===== src/hw/rtl/iflk_pkg.sv =====
// Shared types, widths and constants of the ion fraction lookup.
package iflk_pkg;

  localparam int DENSITY_POINTS_DEF = 64;
  localparam int TEMP_POINTS_DEF    = 64;
  localparam int ION_KINDS_DEF      = 8;
  localparam int VALUE_BITS_DEF     = 20;

  localparam int FIELD_BITS     = 20;  // Q8.12 fields and registers
  localparam int ION_BITS       = 3;
  localparam int POINT_BITS     = 6;
  localparam int FRAC_BITS      = 33;  // Q0.32 with room for 1.0
  localparam int CFG_INDEX_BITS = 3;
  localparam int EXP_BITS       = 20;  // bits of the negated log fraction
  localparam int COORD_BITS     = 21;  // axis coordinate after the mass offset
  localparam int WEIGHT_BITS    = 32;  // unclamped Q.12 weight

  typedef enum logic {
    MODE_WRITE = 1'b0,
    MODE_QUERY = 1'b1
  } mode_t;

  typedef enum logic [CFG_INDEX_BITS-1:0] {
    REG_LOG_H_MASS  = 3'd0,
    REG_DENS_START  = 3'd1,
    REG_DENS_INV    = 3'd2,
    REG_TEMP_START  = 3'd3,
    REG_TEMP_INV    = 3'd4
  } cfg_reg_t;

  // Control and write payload that rides along the addressing stages.
  typedef struct packed {
    mode_t                        mode;
    logic [ION_BITS-1:0]          ion;
    logic [POINT_BITS-1:0]        density_point;
    logic [POINT_BITS-1:0]        temp_point;
    logic signed [FIELD_BITS-1:0] table_word;
  } ctl_t;

  function automatic logic [63:0] isqrt64(logic [63:0] n);
    logic [63:0] r;
    logic [63:0] b;
    logic [63:0] m;
    r = '0;
    b = 64'h4000_0000_0000_0000;
    m = n;
    while (b > m) b = b >> 2;
    while (b != 0) begin
      if (m >= r + b) begin
        m = m - (r + b);
        r = (r >> 1) + b;
      end else begin
        r = r >> 1;
      end
      b = b >> 2;
    end
    return r;
  endfunction

  // Q0.32 factor 10^(-2^k / 4096), evaluated at elaboration.
  function automatic logic [63:0] pow_coef(int k);
    logic [63:0] c;
    c = 64'd429496730;
    if (k <= 12) begin
      for (int m = 12; m > k; m--) c = isqrt64(c << 32);
    end else begin
      for (int m = 13; m <= k; m++) c = (c * c + 64'h8000_0000) >> 32;
    end
    return c;
  endfunction

endpackage


===== src/hw/rtl/iflk_axis.sv =====
// One grid axis: offset, scale by the inverse step, then cell index and weight.
module iflk_axis #(
  parameter int POINTS = 64,
  localparam int IW    = (POINTS > 2) ? $clog2(POINTS) : 1
) (
  input  logic                                   clk,
  input  logic                                   adv,
  input  logic signed [iflk_pkg::COORD_BITS-1:0] x,
  input  logic signed [iflk_pkg::FIELD_BITS-1:0] start,
  input  logic [iflk_pkg::FIELD_BITS-1:0]        inv,
  output logic [IW-1:0]                          idx,
  output logic signed [iflk_pkg::WEIGHT_BITS-1:0] w
);
  import iflk_pkg::*;

  localparam int DXW  = COORD_BITS + 1;
  localparam int PW   = DXW + FIELD_BITS + 1;
  localparam int POSW = PW - 12;
  localparam int CELLW = POSW - 12;

  logic signed [DXW-1:0]   dx;
  logic signed [PW-1:0]    prod;
  logic signed [POSW-1:0]  pos;
  logic [CELLW-1:0]        cell_pos;
  logic [IW-1:0]           idx_next;
  logic signed [WEIGHT_BITS-1:0] w_next;

  always_comb begin
    pos      = prod[PW-1:12];
    cell_pos = pos[POSW-1:12];
    if (pos[POSW-1]) begin
      idx_next = '0;
    end else if (cell_pos > CELLW'(POINTS - 2)) begin
      idx_next = IW'(POINTS - 2);
    end else begin
      idx_next = cell_pos[IW-1:0];
    end
    w_next = WEIGHT_BITS'(pos) - $signed({(WEIGHT_BITS - IW - 12)'(0), idx_next, 12'd0});
  end

  always_ff @(posedge clk) begin
    if (adv) begin
      dx   <= DXW'(x) - DXW'(start);
      prod <= dx * $signed({1'b0, inv});
      idx  <= idx_next;
      w    <= w_next;
    end
  end
endmodule


===== config.mk =====
export PLATFORM = sky130hd
export DESIGN_NAME = iflk_axis
export DESIGN_NICKNAME = d
export VERILOG_FILES = /design/src/hw/rtl/iflk_pkg.sv /design/src/hw/rtl/iflk_axis.sv
export SDC_FILE = /design/constraint.sdc
export NUM_CORES = 1
export LEC_CHECK = 0
export BUFFER_PORTS_ARGS = -buffer_cell sky130_fd_sc_hd__buf_2
export CAP_MARGIN = 20
export CORE_ASPECT_RATIO = 0.6
export CORE_MARGIN = 2
export CORE_UTILIZATION = 55
export CTS_CLUSTER_SIZE = 30
export DETAILED_ROUTE_END_ITERATION = 16
export GPL_ROUTABILITY_DRIVEN = 0
export GPL_TIMING_DRIVEN = 0
export PLACE_DENSITY = 0.73
export SLEW_MARGIN = 25
export SYNTH_ARGS = -nofsm -noshare
export SYNTH_HDL_FRONTEND = slang
export SYNTH_SLANG_ARGS = --single-unit

===== constraint.sdc =====
create_clock -name clk -period 18.05 [get_ports clk]
set_input_delay 1.805 -clock clk [delete_from_list [all_inputs] [get_ports clk]]
set_output_delay 1.805 -clock clk [all_outputs]
set_load 0.01 [all_outputs]

==> flow_summary.json <==
{
  "fin_crit_sh_pct": 52.6,
  "cts_tree": "built",
  "cts.repair.resized": 0,
  "grt_pass1_vias": 15616,
  "min_path_type": "reg2reg",
  "reg2reg_to": "prod[42]",
  "worst_ep_arrival_time_ns": 9.62,
  "hold_viol": 0,
  "syn_nets": 2707,
  "ant_nets": 0,
  "post_cts_buffers": 0,
  "clk-insertion-delay-late_ns": 0.39,
  "synth_area_sq_um": 20300,
  "r2r_setup_slack_ns": 9.92,
  "holdCritStartpoint": "prod[23]",
  "routed_wl_um": 53000,
  "syn_inst": 2054,
  "whs_path_depth": 0,
  "gr-total-overflow": 0,
  "via_per_inst": 5.45,
  "slew_viol_final": 0,
  "drive_gt1_share_pct": 5.99,
  "clock_path_buffers": 2,
  "avgRoutedWirePerCell_um": 20.0,
  "multi_input_area_sq_um": 15500,
  "fillerInstances": 3034,
  "finalSetupViolCount": 0,
  "ys_top_cells_by_count": "471 x inv_1, 455 x fa_1, 265 x and2_1, 202 x nand2_1, 135 x ha_1",
  "max_stage_delay_ns": 0.85,
  "finalWorstSetupSlack_ns": 8.56,
  "crit_top_cell": "fa_1",
  "synth.area.top_cells": "fa_1 45%, edfxtp_1 13%, inv_1 8.7%",
  "crit_chain": "buf_2 -> clkbuf_1 -> nand2_1 -> fa_1 -> fa_1 -> inv_1 -> fa_1 -> inv_1 -> fa_1 -> fa_1 -> fa_1 -> fa_1 -> inv_1 -> ha_1 -> inv_1 -> o31ai_1 -> nand4_1 -> o21ai_0 -> o21bai_1 -> o41a_1 -> xnor2_1",
  "clock.fmax_ghz": 0.105,
  "areaGrowthSynthToFinish_pct": 7.46,
  "path_clk_slew_ns": 0.07,
  "critPathKind": "in2reg",
  "portBuffers": 100,
  "synth_warnings": 0,
  "slowest_stage": "fa_1",
  "syn_area_per_cell_sq_um": 9.89,
  "maxCapViolCount": 0,
  "crit_family": "adder cells",
  "io_pins": 101,
  "fp.dieH_um": 153,
  "crit_path_start_kind": "input port",
  "numCtsBuffers": 9,
  "drc": 0,
  "worst_pin_slew_ns": 0.950,
  "slew_headroom_pct": 36.1,
  "status": "finished, final reports clean",
  "post-dp-hpwl_um": 44100,
  "r2r_cells": 20,
  "antenna_found_initial": 1,
  "seq_area_frac_synth_pct": 13.5,
  "fin_tns_setup_ns": 0,
  "synth_ff_type": "edfxtp_1",
  "nets": 2819,
  "r2r_start": "dx[21]",
  "regArea_sq_um": 2730,
  "cts.sinks": 91,
  "hold_buffers": 0,
  "min_to": "w[11]",
  "synth_top_cell_by_area": "fa_1",
  "synth_cell_types": 64,
  "pre_cts_ws_ns": 8.39,
  "skew_ns": 0.0134,
  "rows": 54,
  "fin_crit_ns": 9.49,
  "start_util_pct": 55.9,
  "grt_max_degree": 68,
  "dr.pass1.iters": 5,
  "async_flop_share_pct": 0,
  "yosysMostFrequentCell": "inv_1",
  "synth-edff-count": 91,
  "cts_root_buf": "clkbuf_16",
  "vias": 14429,
  "synth_top_area_share_pct": 44.9,
  "setup.worst_path.end_class": "flip-flop",
  "htree_levels": 3,
  "die_w_um": 252,
  "grt_usage_pct": 29.4,
  "path_buf_inv": 6,
  "die-area_sq_um": 38500,
  "required_ns": 18.18,
  "fin_util_pct": 60.0,
  "dr.first_iter.drc_count": 1386,
  "cp_max_fo": 10,
  "grt_pass1_wl_um": 85200,
  "rsz0062_at_grt": "false",
  "core_sq_um": 36300,
  "synth-seq-cells": 91
}
worst max-delay path by stage:
stage,start,endpoint,slack [ns],cells past startpoint
6_report,inv[3],prod[42],8.56,21
2_1_floorplan,inv[3],prod[42],10.08,22
4_1_cts,inv[3],prod[42],8.75,21
3_5_place_dp,inv[3],prod[42],8.39,21
5_1_grt,inv[3],prod[42],8.21,21
3_3_place_gp,inv[3],prod[42],8.58,21
stage by stage:
stage	cells	hold slack (ns)	instance area [sq um]
after global placement	2630	0.400	21400
after CTS	2647	0.423	21800
after global routing	2647	0.435	21800
final	2649	0.422	21800
after floorplan	2054	0.400	20300
after detailed placement	2631	0.405	21400
area by class of cell:
| type | instances | share of cell area [%] |
|---|---|---|
| Antenna cell | 2 | 0.0229 |
| Buffer | 91 | 1.57 |
| Clock buffer | 9 | 1.03 |
| Clock inverter | 7 | 0.671 |
| Inverter | 471 | 8.10 |
| Multi-Input combinational cell | 1401 | 70.9 |
| Sequential cell | 91 | 12.5 |
| Tap cell | 476 | 2.73 |
| Timing Repair Buffer | 101 | 2.45 |
registers in the layout, summed over array words and instances, names as in the netlist:
name	count
w	32
prod	31
dx	22
idx	6
worst reg2reg max path, cell delays in order (launching register included):
cell      delay [ns]
edfxtp_1        0.35
clkbuf_1        0.52
nand2_1         0.21
fa_1            0.64
fa_1            0.60
inv_1           0.07
fa_1            0.85
inv_1           0.30
fa_1            0.54
fa_1            0.57
fa_1            0.43
fa_1            0.49
inv_1           0.04
ha_1            0.37
inv_1           0.12
o31ai_1         0.81
nand4_1         0.18
o21ai_0         0.12
o21bai_1        0.22
o41a_1          0.21
xnor2_1         0.25
placed cells by master (no fill, tap or decap), drive strengths merged, types with 45 or more instances in the layout:
master and count:
xnor2 45, nor2 62, buf 101, ha 135
edfxtp 91, nand2 202, inv 473, clkbuf 100
fa 455, and2 265
logic make-up after synthesis:
group	Yosys count	share of synthesized area, %
and+or+nand+nor	597	15.2
adders and majority gates	590	53.2
buffers and inverters	562	10.4
AOI/OAI and AO/OA	150	5.05
DFF	91	13.5
xor gates and xnor gates	63	2.72
muxes	1	0.0493
routing by layer:
layer	GRT usage, %	vias up	routed length [um]	share of wire (%)
met5	1.49	-	80	0.15
met4	8.28	2	1340	2.5
met3	11.2	90	7180	14
met2	40.4	809	21400	40
met1	43.2	7159	23000	43
li1	-	6369	-	-
Power is not shown: default switching activity piles up to over one toggle a cycle in this logic, so the estimate is an artifact.
